`config.mk`:
```
export PLATFORM = sky130hd
export DESIGN_NAME = hps_fifo
export DESIGN_NICKNAME = d
export VERILOG_FILES = /design/src/hw/rtl/hps_pkg.sv /design/src/hw/rtl/hps_fifo.sv
export SDC_FILE = /design/constraint.sdc
export NUM_CORES = 1
export LEC_CHECK = 0
export BUFFER_PORTS_ARGS = -buffer_cell sky130_fd_sc_hd__buf_2
export CORE_UTILIZATION = 40
export CTS_BUF_LIST = sky130_fd_sc_hd__clkbuf_8
export DETAILED_ROUTE_END_ITERATION = 12
export GPL_ROUTABILITY_DRIVEN = 1
export PLACE_DENSITY = 0.67
export SLEW_MARGIN = 0
export SYNTH_ARGS = -nofsm -noshare
export SYNTH_HDL_FRONTEND = slang
export SYNTH_SLANG_ARGS = --single-unit
```
`constraint.sdc`:
```
create_clock -name aclk -period 2.5 [get_ports aclk]
set_input_delay 0.125 -clock aclk [delete_from_list [all_inputs] [get_ports aclk]]
set_output_delay 0.125 -clock aclk [all_outputs]
set_load 0.1 [all_outputs]
```
`src/hw/rtl/hps_pkg.sv`:
```
// shared types and constants for the hartley power spectrum block
// no dependencies
`default_nettype none

package hps_pkg;

    localparam int unsigned MAX_WIDTH  = 256;
    localparam int unsigned MAX_HEIGHT = 256;
    localparam int unsigned IDX_W   = 8;
    localparam int unsigned SIZE_W  = 9;
    localparam int unsigned COEF_W  = 32;
    localparam int unsigned POWER_W = 63;
    localparam int unsigned Q_DEPTH = 4;
    localparam int unsigned Q_PTR_W = 2;
    localparam int unsigned Q_CNT_W = 3;

    typedef enum logic {
        OP_LOAD  = 1'b0,
        OP_QUERY = 1'b1
    } hps_op_t;

    typedef enum logic {
        CFG_FRAME_WIDTH  = 1'b0,
        CFG_FRAME_HEIGHT = 1'b1
    } hps_cfg_idx_t;

    // one classified item between front and back
    typedef struct packed {
        hps_op_t                  op;
        logic                     bad;
        logic [IDX_W-1:0]         row;
        logic [IDX_W-1:0]         col;
        logic [SIZE_W-1:0]        mrow;
        logic [SIZE_W-1:0]        mcol;
        logic signed [COEF_W-1:0] coef;
    } hps_cmd_t;

endpackage

`default_nettype wire

```
`src/hw/rtl/hps_fifo.sv`:
```
// short command queue between front and back
// depends on hps_pkg
`default_nettype none

module hps_fifo (
    input  wire logic             aclk,
    input  wire logic             aresetn,
    input  wire logic             push,
    input  hps_pkg::hps_cmd_t     push_cmd,
    output logic                  full,
    input  wire logic             pop,
    output hps_pkg::hps_cmd_t     pop_cmd,
    output logic                  not_empty
);

    hps_pkg::hps_cmd_t                 entry_reg [hps_pkg::Q_DEPTH];
    logic [hps_pkg::Q_PTR_W-1:0]       wr_ptr_reg, wr_ptr_next;
    logic [hps_pkg::Q_PTR_W-1:0]       rd_ptr_reg, rd_ptr_next;
    logic [hps_pkg::Q_CNT_W-1:0]       count_reg, count_next;

    assign full      = (count_reg == hps_pkg::Q_CNT_W'(hps_pkg::Q_DEPTH));
    assign not_empty = (count_reg != '0);
    assign pop_cmd   = entry_reg[rd_ptr_reg];

    always_comb begin
        wr_ptr_next = push ? wr_ptr_reg + 1'b1 : wr_ptr_reg;
        rd_ptr_next = pop ? rd_ptr_reg + 1'b1 : rd_ptr_reg;
        count_next  = count_reg;
        if (push && !pop) begin
            count_next = count_reg + 1'b1;
        end else if (pop && !push) begin
            count_next = count_reg - 1'b1;
        end
    end

    always_ff @(posedge aclk) begin
        if (!aresetn) begin
            wr_ptr_reg <= '0;
            rd_ptr_reg <= '0;
            count_reg  <= '0;
        end else begin
            wr_ptr_reg <= wr_ptr_next;
            rd_ptr_reg <= rd_ptr_next;
            count_reg  <= count_next;
        end
    end

    always_ff @(posedge aclk) begin
        if (push) begin
            entry_reg[wr_ptr_reg] <= push_cmd;
        end
    end

endmodule

`default_nettype wire

```
======== Word level (Yosys, flattened, before mapping) ========
Memory sizes are Yosys's and may differ from the RTL's. A register that Yosys moved wholly into a read port is not among the register bits.
Index checks and enable logic that the tools add are counted.
W data, S select, Z words.
storage, ports and cells
  memory bits (writable) .................. 272
  input bits .............................. 72
  output and inout port bits .............. 70
  logic and storage cells ................. 21
  bits in registers ....................... 7
  memories ................................ 1
operators by class
  multiplexer cells ....................... 6
  add/subtract/negate cells ............... 4
  reductions and logical operators ........ 6
  equality and inequality tests ........... 1
memory list
  name       words  bits a word  read ports  clocked after memory_dff  wr ports  RTL line        text
  entry_reg  4      68           1           1                         1         hps_fifo.sv:16  hps_pkg::hps_cmd_t entry_reg [hps_pkg::Q_DEPTH];
operators by type and width
  operator               number
  $mux W3                2
  $add A2 B1 Y2 const B  2
  $mux W2                2
  $add A3 B1 Y3 const B  1
  $eq A3 B3 Y1 const B   1
  $reduce_bool A3 Y1     1
  $sub A3 B1 Y3 const B  1
  $logic_and A1 B1 Y1    2
  $logic_not A1 Y1       2
  $mux W1                2
  $reduce_bool A2 Y1     1

======== Longest topological paths before layout ========
  word-level depth ........................ 4
  mapped depth ............................ 7
  depth with buffers taken out ............ 7

======== Worst setup path before layout ========
OpenSTA, ideal clock, no wires.
  kind .................................... register -> output
  start ................................... register count_reg[0] in the netlist's numbering
  end ..................................... output full
  required time ........................... 2.375 ns
  arrival time ............................ 2.549 ns
  stages on the path, launching flop included .. 2
  path slack .............................. -0.174 ns
  path buffers ............................ 0
  cells stage by stage .................... dfxtp_1 -> nor3b_1
between the ends
  longest elaborated chain between the ends .. 1
RTL lines
  element                 RTL line        text
  from (decl)             hps_fifo.sv:19  logic [hps_pkg::Q_CNT_W-1:0] count_reg, count_next;
  from (signal assigned)  hps_fifo.sv:44  count_reg <= count_next;
  $eq A3 B3 Y1            hps_fifo.sv:21  assign full = (count_reg == hps_pkg::Q_CNT_W'(hps_pkg::Q_DEPTH));
  to (decl)               hps_fifo.sv:10  output logic full,
Every way passes these cells.

==> results by stage <==
Synthesis:
- The post-synth design cell area is 0.0103 sq mm.
- Summed over its instances, the top area cell type makes up 79.4% of the synthesized netlist area.
- Yosys attributes the largest share of cell area to edfxtp_1, mux4_2, dfxtp_1, ha_1, buf_12.
- For this run, the register share of the synthesized area comes to 81.2%.
- The number of nets in the synthesized netlist is 477.
- After technology mapping, the gate count stands at 399.
- The synthesized area per cell is 25.8 sq um.
- For this run, the number of Yosys warnings is 0.
- The cell accounting for the most synthesized area is edfxtp_1.
- The register bit count reported by yosys is 281.
- The number of distinct library cells after synthesis is 21.

Setup path:
- At the worst endpoint, the required time is 2.38 ns.
- At the worst endpoint, the arrival time is 2.10 ns.
- The largest individual stage delay along the critical path comes from the cell mux4_2.
- The worst setup path is launched from a flip-flop.
- The category of the worst setup path capture point is an output port.
- The dominant delay contributor by cell family on the critical path is buffers and inverters.
- Traced cell by cell, the critical path runs through buf_12 -> mux4_2 -> buf_2.
- The number of buffers and inverters on the critical path is 2.
- The delay of the slowest critical-path stage is 0.58 ns.
- The kind of critical path is reg2out.
- The maximum net fanout on the critical path is 34.

Clocking:
- The total of hold buffers inserted after clock tree synthesis is 72.
- Post-CTS repair changed the size of 0 cells.
- After clock tree synthesis, the clock-pin slew on the worst setup and hold paths is 0.06 ns.
- The clock root buffer master is clkbuf_8.
- The deepest level of the CTS H-tree is 2.
- TritonCTS built the clock tree.
- The clock passes through at most 3 buffers.
- The TritonCTS buffer count is 45.
- The total number of clock tree sinks is 281.
- In this run the post-CTS setup repair buffer count came out at 0.
- Clock latency on the worst-skew pair, taken at its later pin, is 0.53 ns.

Flow run:
- Max-cap violations in this run came to 0.

Global route:
- Entering global routing, the biggest net connects 69 pins.
- The number of global-route vias before repair is 5,639.
- The initial antenna violation count is 0.
- The first global-routing pass estimated 30,500 microns of wire.
- Across every metal layer, demand over resource in global routing totals 15.2%.
- The global route total overflow is 0.

Cells and area:
- The number of fillers in the final layout is 1,978.
- The post-route netlist has 41.5% of its cells at a drive strength greater than 1.
- For this run, the post-layout net count is 733.
- The number of flip-flops under the largest register name is 272.
- The area growth from synthesis to layout is 26.1%.
- 0 antenna diodes ended up in the layout.

Die:
- The floorplan die width is 162 microns.
- The chip height is 162 microns.
- The row count is 58.
- The initial core utilization is 40.8%.
- The area of the die is 0.0264 sq mm.
- The I/O pin total is 142.
- The floorplan core area is 0.0252 sq mm.

Power:
- The total power is 11.2 mW.
- The total power divided by cell area is 865 mW/mm^2.
- The total leakage power is 4.48 nW.
- The worst supply voltage drop on vdd is 0.812 mV.

Drt:
- The post-detailed-route via-to-cell ratio is 4.93.
- The routed wire length per instance is 19.0 microns.
- The final routed wirelength across all metal layers is 19,300 microns.
- The number of design-rule violations left by the first detailed-router iteration is 336.
- Once detail routing completed, the nets flagged for antenna violations numbered 0.
- The iteration count of the initial detailed-routing pass is 4.
- For this run, design rule violations remaining after detail routing come to 0.
- The via total after detailed routing is 5,009.

STA:
- For the pin with the worst max-slew slack, the measured transition is 0.541 ns.
- Adding up every negative setup slack in the final design gives 0 ns.
- In this run the tightest slew margin relative to its limit is 64.0%.
- The hold violation total from the final report is 0.
- The worst clock skew is 0.00934 ns.
- Static timing analysis puts the maximum clock frequency at 0.448 GHz.
- Setup repair after global routing left no endpoint under its margin.
- The minimum clock period is 2.23 ns.
- The max-slew violation count is 0.
- The final setup violation count is 0.
- After layout, the worst path uses 89.2% of the clock period.

Run status:
- The flow ran to the end, and the final reports show no timing, DRC or antenna violations.

Placed design:
- During placement, the flow inserted port buffers numbering 141.
- The detailed placer's ending HPWL is 11,200 microns.
- The routability-driven placement congestion ratio is 0.698.

Worst hold path:
- The class of the tightest hold or removal check is in2reg.
==> Yosys cell counts <==
cell / count
a21boi_0: 1
and2_1: 9
buf_12: 3
buf_2: 4
buf_4: 4
buf_6: 1
clkbuf_1: 4
dfxtp_1: 9
edfxtp_1: 272
fa_1: 1
ha_1: 5
inv_1: 4
mux2i_1: 2
mux4_2: 68
nand2_1: 1
nor2b_1: 2
nor3b_1: 1
o21ai_0: 1
or3_1: 2
xnor2_1: 2
xor2_1: 3
==> cell type report <==
cell class              count  area [sq um]  area share (%)
multi-input cells          98          1800            13.9
flip-flops and latches    281          8360            64.4
inverters                   4          15.0           0.116
well taps                 330           413            3.18
clock buffers              47           647            4.99
clock inverters            31           134            1.03
repair buffers            225          1600            12.4
==> metal layers <==
| metal | vias up | global-route usage (%) | routed length (microns) |
|---|---|---|---|
| li1 | 2219 | - | - |
| met1 | 2601 | 18.1 | 7680 |
| met3 | 38 | 3.79 | 1090 |
| met4 | 0 | 4.89 | 352 |
| met2 | 151 | 27.1 | 10200 |
| met5 | - | 0 | 0 |
==> worst paths after layout <==
path                                            startpoint                    endpoint  slack [ns]  depth (start not counted)
worst max-delay path                             flip-flop                 pop_cmd[61]        0.27                          3
worst max register to register  wr_ptr_reg[0]$_SDFFE_PN0P_  entry_reg[2][41]$_DFFE_PP_        0.78                          4
worst min register to register   count_reg[2]$_SDFFE_PN0P_   count_reg[2]$_SDFFE_PN0P_        0.56                          2
worst min-delay path                          push_cmd[19]  entry_reg[2][19]$_DFFE_PP_        0.34                          2
==> per-stage QoR <==
stage               instance area, sq um  util (%)  std cells  setup WS, ns  hold WS, ns
finish                             13000      51.5       1016         0.270        0.341
global route                       13000      51.5       1016         0.141        0.311
CTS                                13000      51.5       1016         0.189        0.293
detailed placement                 11500      45.5        866         0.725        0.342
global placement                   11500      45.5        866         0.788        0.334
floorplan                          10300         -        399         0.673        0.224
==> power breakdown <==
group	internal, mW	total [mW]	switching [mW]
Clock	1.74	3.42	1.68
Sequential	5.41	5.47	0.0608
Combinational	0.550	2.32	1.77
==> layout by cell type (no fill, tap or decap), types with 3 or more instances in the layout <==
master | synthesis | final
clkbuf_8 | 0 | 47
ha_1 | 5 | 5
and2_4 | 0 | 4
inv_1 | 4 | 17
and2_1 | 9 | 5
edfxtp_1 | 272 | 272
clkinv_2 | 0 | 8
clkinv_1 | 0 | 8
dfxtp_1 | 9 | 7
dlygate4sd3_1 | 0 | 72
buf_2 | 4 | 141
buf_12 | 3 | 7
buf_4 | 4 | 5
xor2_1 | 3 | 3
mux4_2 | 68 | 68
==> cell families after synthesis <==
| group | count (synthesis) | synth area share (%) |
|---|---|---|
| adders and majority gates | 6 | 0.803 |
| AOI/OAI and AO/OA | 2 | 0.122 |
| muxes | 70 | 15.1 |
| DFF | 281 | 81.2 |
| xor gates and xnor gates | 5 | 0.426 |
| and+or+nand+nor | 15 | 0.900 |
| buffers and inverters | 20 | 1.47 |
No activity file was read; power rests on OpenSTA's default activity.
