$ cat src/hw/rtl/hps_pkg.sv
// shared types and constants for the hartley power spectrum block
// no dependencies
`default_nettype none

package hps_pkg;

    localparam int unsigned MAX_WIDTH  = 256;
    localparam int unsigned MAX_HEIGHT = 256;
    localparam int unsigned IDX_W   = 8;
    localparam int unsigned SIZE_W  = 9;
    localparam int unsigned COEF_W  = 32;
    localparam int unsigned POWER_W = 63;
    localparam int unsigned Q_DEPTH = 4;
    localparam int unsigned Q_PTR_W = 2;
    localparam int unsigned Q_CNT_W = 3;

    typedef enum logic {
        OP_LOAD  = 1'b0,
        OP_QUERY = 1'b1
    } hps_op_t;

    typedef enum logic {
        CFG_FRAME_WIDTH  = 1'b0,
        CFG_FRAME_HEIGHT = 1'b1
    } hps_cfg_idx_t;

    // one classified item between front and back
    typedef struct packed {
        hps_op_t                  op;
        logic                     bad;
        logic [IDX_W-1:0]         row;
        logic [IDX_W-1:0]         col;
        logic [SIZE_W-1:0]        mrow;
        logic [SIZE_W-1:0]        mcol;
        logic signed [COEF_W-1:0] coef;
    } hps_cmd_t;

endpackage

`default_nettype wire

$ cat src/hw/rtl/hps_front.sv
// front end: size registers, range check and mirror index computation
// depends on hps_pkg
`default_nettype none

module hps_front (
    input  wire logic                          aclk,
    input  wire logic                          aresetn,
    input  wire logic                          cfg_valid,
    input  wire logic                          cfg_index,
    input  wire logic [hps_pkg::SIZE_W-1:0]    cfg_data,
    input  wire logic                          in_valid,
    input  wire logic                          in_op,
    input  wire logic [hps_pkg::IDX_W-1:0]     in_row,
    input  wire logic [hps_pkg::IDX_W-1:0]     in_col,
    input  wire logic [hps_pkg::COEF_W-1:0]    in_coef,
    output logic                               push,
    output hps_pkg::hps_cmd_t                  push_cmd
);

    logic [hps_pkg::SIZE_W-1:0] width_reg, height_reg;
    logic [hps_pkg::SIZE_W-1:0] width_eff, height_eff;
    logic                       bad;

    function automatic logic [hps_pkg::SIZE_W-1:0] clamp_size(
        input logic [hps_pkg::SIZE_W-1:0] v,
        input int unsigned                maxv
    );
        logic [hps_pkg::SIZE_W-1:0] r;
        if (v == '0) begin
            r = hps_pkg::SIZE_W'(1);
        end else if (32'(v) > maxv) begin
            r = hps_pkg::SIZE_W'(maxv);
        end else begin
            r = v;
        end
        return r;
    endfunction

    always_ff @(posedge aclk) begin
        if (!aresetn) begin
            width_reg  <= hps_pkg::SIZE_W'(256);
            height_reg <= hps_pkg::SIZE_W'(256);
        end else if (cfg_valid) begin
            case (hps_pkg::hps_cfg_idx_t'(cfg_index))
                hps_pkg::CFG_FRAME_WIDTH:  width_reg  <= cfg_data;
                hps_pkg::CFG_FRAME_HEIGHT: height_reg <= cfg_data;
                default: ;
            endcase
        end
    end

    always_comb begin
        width_eff  = clamp_size(width_reg, hps_pkg::MAX_WIDTH);
        height_eff = clamp_size(height_reg, hps_pkg::MAX_HEIGHT);
        bad = ({1'b0, in_row} >= height_eff) || ({1'b0, in_col} >= width_eff);

        push_cmd.op   = hps_pkg::hps_op_t'(in_op);
        push_cmd.bad  = bad;
        push_cmd.row  = in_row;
        push_cmd.col  = in_col;
        push_cmd.mrow = (in_row == '0) ? '0 : height_eff - {1'b0, in_row};
        push_cmd.mcol = (in_col == '0) ? '0 : width_eff - {1'b0, in_col};
        push_cmd.coef = in_coef;

        // out-of-range loads are dropped here
        push = in_valid && !(bad && (push_cmd.op == hps_pkg::OP_LOAD));
    end

endmodule

`default_nettype wire

$ cat config.mk
export PLATFORM = sky130hd
export DESIGN_NAME = hps_front
export DESIGN_NICKNAME = d
export VERILOG_FILES = /design/src/hw/rtl/hps_pkg.sv /design/src/hw/rtl/hps_front.sv
export SDC_FILE = /design/constraint.sdc
export NUM_CORES = 1
export LEC_CHECK = 0
export BUFFER_PORTS_ARGS = -buffer_cell sky130_fd_sc_hd__buf_4
export CORE_ASPECT_RATIO = 1.4
export CORE_MARGIN = 2
export CORE_UTILIZATION = 47
export CTS_BUF_LIST = sky130_fd_sc_hd__clkbuf_8
export DETAILED_ROUTE_END_ITERATION = 8
export PLACE_DENSITY = 0.88
export SYNTH_ARGS = -nofsm -noshare
export SYNTH_HDL_FRONTEND = slang
export SYNTH_SLANG_ARGS = --single-unit
export TNS_END_PERCENT = 5
$ cat constraint.sdc
create_clock -name aclk -period 7.6 [get_ports aclk]
set_input_delay 1.14 -clock aclk [delete_from_list [all_inputs] [get_ports aclk]]
set_output_delay 1.14 -clock aclk [all_outputs]
set_load 0.005 [all_outputs]
**Word level (Yosys, flattened, before mapping)**

Index checks and enable logic that the tools add are counted.

- Flip-flop bits (word level): 18
- Output and inout port bits: 69
- Logic and storage cells: 26
- Input bits: 63

- Bitwise logic cells: 2
- Reduce and logical (&&, ||, !) cells: 10
- Order comparisons: 4
- Add/subtract/negate cells: 2
- Mux-type cells: 6

Operators by type and width:

| kind | number |
|---|---|
| 9-bit 2-to-1 mux | 6 |
| 8-bit by 9-bit >= comparator with 1-bit output | 2 |
| 9-bit > comparator, second input constant | 2 |
| 9-bit zero test | 2 |
| 9-bit by 8-bit subtractor with 9-bit output | 2 |
| 8-bit zero test | 2 |
| 2-bit AND reduction | 2 |
| 1-bit logical AND | 2 |
| 1-bit NOT | 2 |
| 1-bit zero test | 1 |
| 1-bit logical OR | 1 |

**Logic depth before layout (Yosys ltp)**

Gate-level depths: netlist (run 1).

- Word-level depth: 8
- Mapped depth: 12
- Gate-level depth less buffers: 12

**Worst setup path before layout (run 1)**

No wires, ideal clock.

- Kind: input to output
- Start: input in_col[2] in the netlist's numbering
- End: output push
- Required time: 6460 ps
- Stages on the path: 8
- Buffers on the path: 0
- Data arrival time: 2718 ps
- Path slack: 3742 ps
- Cells stage by stage: inv_1 -> ha_1 -> a21oi_1 -> a21oi_1 -> a211oi_1 -> o221a_1 -> or4_4 -> a21boi_2

- Cells in the longest elaborated chain, start to end: 5

RTL lines:

| element | line | RTL |
|---|---|---|
| from (decl) | hps_front.sv:14 | `input wire logic [hps_pkg::IDX_W-1:0] in_col,` |
| 8-bit by 9-bit >= comparator with 1-bit output | hps_front.sv:55 | `bad = ({1'b0, in_row} >= height_eff) \|\| ({1'b0, in_col} >= width_eff);` |
| 1-bit logical OR | hps_front.sv:55 |  |
| net bad | hps_front.sv:22 | `logic bad;` |
| 1-bit logical AND | hps_front.sv:66 | `push = in_valid && !(bad && (push_cmd.op == hps_pkg::OP_LOAD));` |
| 1-bit zero test | hps_front.sv:66 |  |
| 1-bit logical AND | hps_front.sv:66 |  |
| to (decl) | hps_front.sv:16 | `output logic push,` |

The timed path passes the listed nets, and every way through them passes these cells.

**Final worst setup path (run 1)**

- Start: input in_col[2] in the netlist's numbering
- End: output push

- Cells in the longest elaborated chain, start to end: 5

RTL lines:

| element | line |
|---|---|
| 8-bit by 9-bit >= comparator with 1-bit output | hps_front.sv:55 |
| 1-bit logical OR | hps_front.sv:55 |
| 1-bit logical AND | hps_front.sv:66 |
| 1-bit zero test | hps_front.sv:66 |
| 1-bit logical AND | hps_front.sv:66 |

No other way between the ends.

==> impl_metrics.xml, run 1 <==
<?xml version="1.0" encoding="UTF-8"?>
<metrics>
  <group name="yosys">
    <metric name="synth-simple-area-share" unit="%">24.9</metric>
    <metric name="synth_seq_cells" unit="">18</metric>
    <metric name="yosys.area_share.adder" unit="%">11.9</metric>
    <metric name="yosys_warnings" unit="">0</metric>
    <metric name="synth.yosys.seq_area_share" unit="%">17.9</metric>
    <metric name="post_synth_mux_area_share" unit="%">0</metric>
    <metric name="synthesis.area" unit="sq um">2010</metric>
    <metric name="mappedNetlistNets" unit="">356</metric>
    <metric name="yosys.area_share.xor_xnor" unit="%">5.66</metric>
    <metric name="main_combinational_cell_family_by_area_after_synthesis" unit="">simple AND/OR/NAND/NOR gates</metric>
    <metric name="number_of_cells_produced_by_synthesis" unit="">275</metric>
    <metric name="netlist-cell-type-count" unit="">35</metric>
    <metric name="synth_compound_gate_area_share" unit="%">16.3</metric>
    <metric name="syn-mean-instance-area" unit="sq um">7.32</metric>
  </group>
  <group name="routing">
    <metric name="vias_per_cell" unit="">5.36</metric>
    <metric name="initial_drt_markers" unit="">57</metric>
    <metric name="drt_pass1_iterations" unit="">4</metric>
    <metric name="final_antenna_net_count" unit="">0</metric>
    <metric name="wl" unit="um">4350</metric>
    <metric name="drc" unit="">0</metric>
    <metric name="vias" unit="">1797</metric>
    <metric name="routedWlPerCell" unit="um">13.0</metric>
  </group>
  <group name="clocking">
    <metric name="numClockSinks" unit="">18</metric>
    <metric name="clock_tree.root_cell" unit="">clkbuf_8</metric>
    <metric name="numCtsBuffers" unit="">3</metric>
    <metric name="cts.repair_timing.setup_buffer_count" unit="">0</metric>
    <metric name="clk_transition_reported_paths" unit="ps">60</metric>
    <metric name="worstSkewPairLatency" unit="ps">260</metric>
    <metric name="number_of_buffers_on_the_longest_clock_path" unit="">2</metric>
    <metric name="clock_tree.htree_level_count" unit="">1</metric>
    <metric name="post_cts_hold_buffer_count" unit="">0</metric>
    <metric name="cts_tree" unit="">yes</metric>
    <metric name="cts_resized" unit="">0</metric>
  </group>
  <group name="global_routing">
    <metric name="gr-usage-met1" unit="%">19.4</metric>
    <metric name="grt.total_usage" unit="%">17.6</metric>
    <metric name="antenna_violations_before_repair" unit="">0</metric>
    <metric name="busiest_layer" unit="">met2</metric>
    <metric name="met3_use_gr" unit="%">2.20</metric>
    <metric name="grt_first_pass_wirelength" unit="um">6720</metric>
    <metric name="total_congestion_overflow_after_global_routing" unit="">0</metric>
    <metric name="grt_max_degree" unit="">19</metric>
    <metric name="routing_usage_on_met2" unit="%">31.2</metric>
    <metric name="first_global_vias" unit="">1623</metric>
  </group>
  <group name="finish">
    <metric name="area_occupied_by_multi_input_gates" unit="sq um">1180</metric>
    <metric name="nets" unit="">372</metric>
    <metric name="filler_cells_inserted" unit="">402</metric>
    <metric name="insertedDiodeCount" unit="">0</metric>
    <metric name="fin_area" unit="sq um">2230</metric>
    <metric name="final-seq-area" unit="sq um">360</metric>
    <metric name="final_layout_size_suffix_gt1_share" unit="%">25.2</metric>
    <metric name="syn_to_final_growth" unit="%">10.8</metric>
  </group>
  <group name="floorplan">
    <metric name="floorplan.die.width" unit="um">59.3</metric>
    <metric name="die-area" unit="sq um">4830</metric>
    <metric name="core_area" unit="sq um">4170</metric>
    <metric name="chipHeight" unit="um">81.4</metric>
    <metric name="io_pins" unit="">132</metric>
    <metric name="initial_core_util" unit="%">48.3</metric>
    <metric name="site_row_count" unit="">28</metric>
  </group>
  <group name="pwr">
    <metric name="peakVddDrop" unit="mV">0.107</metric>
    <metric name="total_power" unit="W">0.000277</metric>
    <metric name="p_leak" unit="nW">1.11</metric>
    <metric name="power-per-cell-area" unit="nW/um^2">124</metric>
  </group>
  <group name="place">
    <metric name="placedInstanceArea" unit="sq um">2170</metric>
    <metric name="place.gp.congestion" unit="">0.805</metric>
    <metric name="detailedPlacementHpwl" unit="um">3590</metric>
    <metric name="port-buffer-count" unit="">67</metric>
  </group>
  <group name="sta">
    <metric name="timing_worst_slew_pin_value" unit="ps">563</metric>
    <metric name="hold_slack" unit="ps">472</metric>
    <metric name="report.final.hold_viol_count" unit="">0</metric>
    <metric name="slew_headroom" unit="%">62.3</metric>
    <metric name="grt_setup_unrepaired" unit="">false</metric>
    <metric name="fin_crit_sh" unit="%">55.8</metric>
    <metric name="finalSetupViolCount" unit="">0</metric>
    <metric name="layout_min_cycle_time" unit="ps">4240</metric>
    <metric name="setup_total_negative_slack" unit="ps">0</metric>
    <metric name="timing_max_transition_violations_final" unit="">0</metric>
    <metric name="clock.fmax" unit="GHz">0.236</metric>
    <metric name="final.setup_skew" unit="ps">0</metric>
  </group>
  <group name="critical_path">
    <metric name="r2r_slack" unit="ps">6830</metric>
    <metric name="end_kind" unit="">output pin</metric>
    <metric name="critPathLaunchType" unit="">input port</metric>
    <metric name="worst_r2r_startpoint" unit="">height_reg[8]</metric>
    <metric name="critical_path.max_fanout" unit="">5</metric>
    <metric name="worstRegToRegCells" unit="">2</metric>
    <metric name="worst_ep_arrival_time" unit="ps">3100</metric>
    <metric name="cp.required" unit="ps">6460</metric>
    <metric name="worst_r2r_endpoint" unit="">height_reg[8]</metric>
    <metric name="setup.worst_path.class" unit="">in2out</metric>
  </group>
  <group name="outcome">
    <metric name="status" unit="">finished clean</metric>
  </group>
  <group name="min_path">
    <metric name="number_of_stages_on_the_worst_hold_path" unit="">2</metric>
    <metric name="hold_start" unit="">height_reg[2]</metric>
    <metric name="worstHoldPathType" unit="">reg2reg</metric>
    <metric name="hold_path_end" unit="">height_reg[2]</metric>
  </group>
  <group name="run">
    <metric name="number_of_max_cap_violations" unit="">0</metric>
  </group>
</metrics>
==> power by group <==
group / switching (W) / internal (W)
clock: 0.0000323 / 0.0000461
combinational: 0.0000423 / 0.0000531
sequential: 0.00000457 / 0.0000990
total: 0.0000791 / 0.000198
==> critical path, stage by stage <==
cell	delay (ps)
buf_4	90
inv_1	40
ha_1	350
a21oi_1	110
a21oi_1	210
a211oi_1	110
o221a_1	240
or4_4	540
a21boi_2	140
buf_4	110
==> cells in the final DEF, fill, tap and decap left out, drive strengths merged <==
master / count
a21o: 7
o21ai: 4
buf: 67
a21oi: 9
nor3: 2
a211o: 1
o221a: 1
nand4: 4
nor2b: 18
or4: 5
nand2: 42
fa: 2
nand4b: 1
a31oi: 1
nor2: 20
a21boi: 17
or3: 1
o22ai: 1
and2: 1
ha: 16
dfxtp: 18
nor4: 2
o21bai: 3
a211oi: 1
clkbuf: 4
o2111ai: 1
inv: 19
nand3: 5
nand2b: 2
xor2: 3
xnor2: 10
a41oi: 1
nand3b: 1
==> cell usage after synthesis, drive strengths merged <==
master,n,share of area (%)
buf,50,19
nand2,42,7.8
nor2,20,3.7
inv,19,3.5
dfxtp,18,18
nor2b,18,5.6
a21boi,17,6.5
ha,16,9.9
xnor2,10,4.4
a21oi,9,2.2
a21o,7,2.6
clkbuf,6,1.1
nand3,5,1.2
or4,5,2.1
nand4,4,1.2
o21ai,4,0.99
o21bai,3,1.1
xor2,3,1.3
fa,2,2.0
nand2b,2,0.62
nor3,2,0.50
nor4,2,0.62
a211o,1,0.44
a211oi,1,0.37
a31oi,1,0.31
a41oi,1,0.44
and2,1,0.31
nand3b,1,0.37
nand4b,1,0.44
o2111ai,1,0.44
o221a,1,0.56
o22ai,1,0.31
or3,1,0.31
==> through the flow <==
stage | cells | setup slack, ps | utilization [%]
floorplan | 275 | 3740 | -
global placement | 331 | 3470 | 52.2
detailed placement | 331 | 3390 | 52.2
CTS | 335 | 3370 | 53.5
global route | 335 | 3180 | 53.5
finish | 335 | 3360 | 53.5
==> metal layers <==
layer  part of all wire (%)  vias to the layer above
li1                       -                      894
met1                     40                      803
met2                     49                       72
met3                    6.4                       28
met4                    4.8                        0
met5                      0                        -
==> cell families (layout without fill, tap and decap cells) <==
kind of cell | count (synthesis) | after routing
buffers and inverters | 75 | 90
AND/OR/NAND/NOR | 104 | 104
adder cells (fa/ha/maj) | 18 | 18
AO/OA/AOI/OAI | 47 | 47
XOR/XNOR | 13 | 13
flip-flops | 18 | 18
==> worst max path at each step <==
| stage | startpoint | to | slack (ps) | depth (start not counted) |
|---|---|---|---|---|
| 5_1_grt | width_reg[5] | push | 3180 | 11 |
| 2_1_floorplan | in_col[2] | push | 3740 | 8 |
| 3_5_place_dp | in_col[2] | push | 3390 | 10 |
| 3_3_place_gp | in_col[2] | push | 3470 | 10 |
| 4_1_cts | width_reg[5] | push | 3370 | 11 |
| 6_report | in_col[2] | push | 3360 | 10 |
==> cell type report <==
type	instances	share of cell area, %
tap	45	2.53
clock buffer	4	2.47
sequential	18	16.2
timing repair buffer	67	22.6
multi-input combinational	182	53.1
inverter	19	3.20
No activity file was read; power rests on OpenSTA's default activity.
==> run 2, diff against run 1 <==
--- a/config.mk
+++ b/config.mk
@@ -8,10 +8,10 @@
 export BUFFER_PORTS_ARGS = -buffer_cell sky130_fd_sc_hd__buf_4
 export CORE_ASPECT_RATIO = 1.4
 export CORE_MARGIN = 2
-export CORE_UTILIZATION = 47
+export CORE_UTILIZATION = 40
 export CTS_BUF_LIST = sky130_fd_sc_hd__clkbuf_8
 export DETAILED_ROUTE_END_ITERATION = 8
-export PLACE_DENSITY = 0.88
+export PLACE_DENSITY = 0.8
 export SYNTH_ARGS = -nofsm -noshare
 export SYNTH_HDL_FRONTEND = slang
 export SYNTH_SLANG_ARGS = --single-unit
==> constraint.sdc (replaced) <==
create_clock -name aclk -period 3.7 [get_ports aclk]
set_input_delay 0.555 -clock aclk [delete_from_list [all_inputs] [get_ports aclk]]
set_output_delay 0.555 -clock aclk [all_outputs]
set_load 0.005 [all_outputs]
==> impl_metrics.xml, run 2 (synthesis results as in run 1) <==
<?xml version="1.0" encoding="UTF-8"?>
<metrics>
  <group name="min_path">
    <metric name="worstHoldPathType" unit="">reg2reg</metric>
    <metric name="number_of_stages_on_the_worst_hold_path" unit="">2</metric>
  </group>
  <group name="floorplan">
    <metric name="die-area" unit="sq um">5620</metric>
    <metric name="initial_core_util" unit="%">41.6</metric>
    <metric name="chipHeight" unit="um">87.9</metric>
    <metric name="io_pins" unit="">132</metric>
    <metric name="core_area" unit="sq um">4840</metric>
    <metric name="floorplan.die.width" unit="um">64.0</metric>
    <metric name="site_row_count" unit="">30</metric>
  </group>
  <group name="pwr">
    <metric name="power-per-cell-area" unit="nW/um^2">251</metric>
    <metric name="p_leak" unit="nW">1.11</metric>
    <metric name="peakVddDrop" unit="mV">0.196</metric>
    <metric name="total_power" unit="W">0.000573</metric>
  </group>
  <group name="place">
    <metric name="port-buffer-count" unit="">67</metric>
    <metric name="detailedPlacementHpwl" unit="um">3630</metric>
    <metric name="numPlacedInstances" unit="">350</metric>
    <metric name="place.gp.congestion" unit="">0.858</metric>
  </group>
  <group name="clocking">
    <metric name="clock_tree.root_cell" unit="">clkbuf_8</metric>
    <metric name="clock_tree.htree_level_count" unit="">1</metric>
    <metric name="numClockSinks" unit="">18</metric>
    <metric name="number_of_buffers_on_the_longest_clock_path" unit="">2</metric>
    <metric name="cts.repair_timing.setup_buffer_count" unit="">0</metric>
    <metric name="worstSkewPairLatency" unit="ps">260</metric>
    <metric name="numCtsBuffers" unit="">3</metric>
    <metric name="clk_transition_reported_paths" unit="ps">60</metric>
    <metric name="cts_tree" unit="">yes</metric>
  </group>
  <group name="critical_path">
    <metric name="cpMostUsedCell" unit="">or4_4</metric>
    <metric name="critPathLaunchType" unit="">register</metric>
    <metric name="crit_path_cell_trace" unit="">or4_4, nor4_4, o21bai_1, ha_2, nand3b_1, a21oi_2, a211oi_2, o221a_1, or4_4, a21boi_2, buf_4</metric>
    <metric name="cp.required" unit="ps">3140</metric>
    <metric name="end_kind" unit="">output pin</metric>
    <metric name="worstRegToRegCells" unit="">2</metric>
    <metric name="setup.worst_path.class" unit="">reg2out</metric>
    <metric name="cp_slowest_cell" unit="">or4_4</metric>
    <metric name="worst_ep_arrival_time" unit="ps">3000</metric>
    <metric name="cpPeakStageDelay" unit="ps">540</metric>
    <metric name="critical_path.max_fanout" unit="">3</metric>
  </group>
  <group name="sta">
    <metric name="slew_headroom" unit="%">64.8</metric>
    <metric name="report.final.hold_viol_count" unit="">0</metric>
    <metric name="grt_setup_unrepaired" unit="">true</metric>
    <metric name="layout_min_cycle_time" unit="ps">3560</metric>
    <metric name="timing_worst_slew_pin_value" unit="ps">526</metric>
    <metric name="setup_total_negative_slack" unit="ps">0</metric>
    <metric name="final.setup_skew" unit="ps">0</metric>
    <metric name="finalSetupViolCount" unit="">0</metric>
    <metric name="clock.fmax" unit="GHz">0.281</metric>
    <metric name="fin_crit_sh" unit="%">96.2</metric>
    <metric name="timing_max_transition_violations_final" unit="">0</metric>
  </group>
  <group name="global_routing">
    <metric name="grt_first_pass_wirelength" unit="um">6930</metric>
    <metric name="total_congestion_overflow_after_global_routing" unit="">0</metric>
    <metric name="grt_max_degree" unit="">19</metric>
    <metric name="first_global_vias" unit="">1622</metric>
    <metric name="grt.total_usage" unit="%">15.2</metric>
    <metric name="antenna_violations_before_repair" unit="">0</metric>
  </group>
  <group name="finish">
    <metric name="syn_to_final_growth" unit="%">13.5</metric>
    <metric name="filler_cells_inserted" unit="">508</metric>
    <metric name="final_layout_size_suffix_gt1_share" unit="%">27.6</metric>
    <metric name="nets" unit="">372</metric>
    <metric name="layout.cells.most_common_list" unit="">67 x buf_4, 42 x nand2_1, 20 x nor2_1</metric>
    <metric name="layout.cells.non_filler" unit="">354</metric>
    <metric name="fraction_of_the_core_area_covered_by_cells_at_the_end_of_the_flow" unit="%">47.2</metric>
    <metric name="mostFrequentLayoutCell" unit="">buf_4</metric>
    <metric name="insertedDiodeCount" unit="">0</metric>
  </group>
  <group name="routing">
    <metric name="vias_per_cell" unit="">5.03</metric>
    <metric name="initial_drt_markers" unit="">74</metric>
    <metric name="drc" unit="">0</metric>
    <metric name="wl" unit="um">4300</metric>
    <metric name="drt_pass1_iterations" unit="">4</metric>
    <metric name="routedWlPerCell" unit="um">12.2</metric>
    <metric name="final_antenna_net_count" unit="">0</metric>
    <metric name="vias" unit="">1779</metric>
  </group>
  <group name="run">
    <metric name="number_of_max_cap_violations" unit="">0</metric>
  </group>
  <group name="outcome">
    <metric name="status" unit="">finished clean</metric>
  </group>
</metrics>
run 2: final timing paths:
kind	from	endpoint	slack, ps
worst max-delay path	width_reg[1]	push	140
worst min-delay path	height_reg[6]	height_reg[6]	470
worst max register to register	width_reg[8]	width_reg[8]	2940
worst min register to register	height_reg[6]	height_reg[6]	470
run 2: area by class of cell:
cell class	instances	area (sq um)	share of cell area, %
tap	64	80.1	3.50
sequential	18	363	15.9
clock buffer	4	55.1	2.41
multi-input combinational	182	1210	53.1
timing repair buffer	67	503	22.0
inverter	19	71.3	3.12
run 2: critical path: cells and delay by family (launching register included):
family | cells | cell delay (ps)
and+or+nand+nor | 4 | 1440
buffers and inverters | 1 | 110
AOI/OAI and AO/OA | 5 | 700
DFF | 1 | 320
adders and majority gates | 1 | 170
run 2: through the flow:
stage | worst slack (ps) | area [sq um] | hold slack [ps]
floorplan | 646 | 2010 | 444
global placement | 488 | 2200 | 460
detailed placement | 422 | 2200 | 468
CTS | 129 | 2250 | 477
global route | -36.6 | 2290 | 499
finish | 142 | 2290 | 472
run 2: metal layers:
layer  part of all wire (%)  global-route usage (%)
met1                     40                    17.1
met2                     50                    26.7
met3                    6.5                    2.31
met4                    3.7                    9.68
met5                      0                       0
run 2: timing repair:
action,CTS,global route
gates resized for setup,0,8
hold buffers,0,0
setup endpoints to repair,0,2
run 2: power by group:
| group | internal (W) | switching [W] |
|---|---|---|
| Clock | 0.0000947 | 0.0000643 |
| Sequential | 0.000204 | 0.0000107 |
| Combinational | 0.000112 | 0.0000875 |
| Total | 0.000411 | 0.000163 |
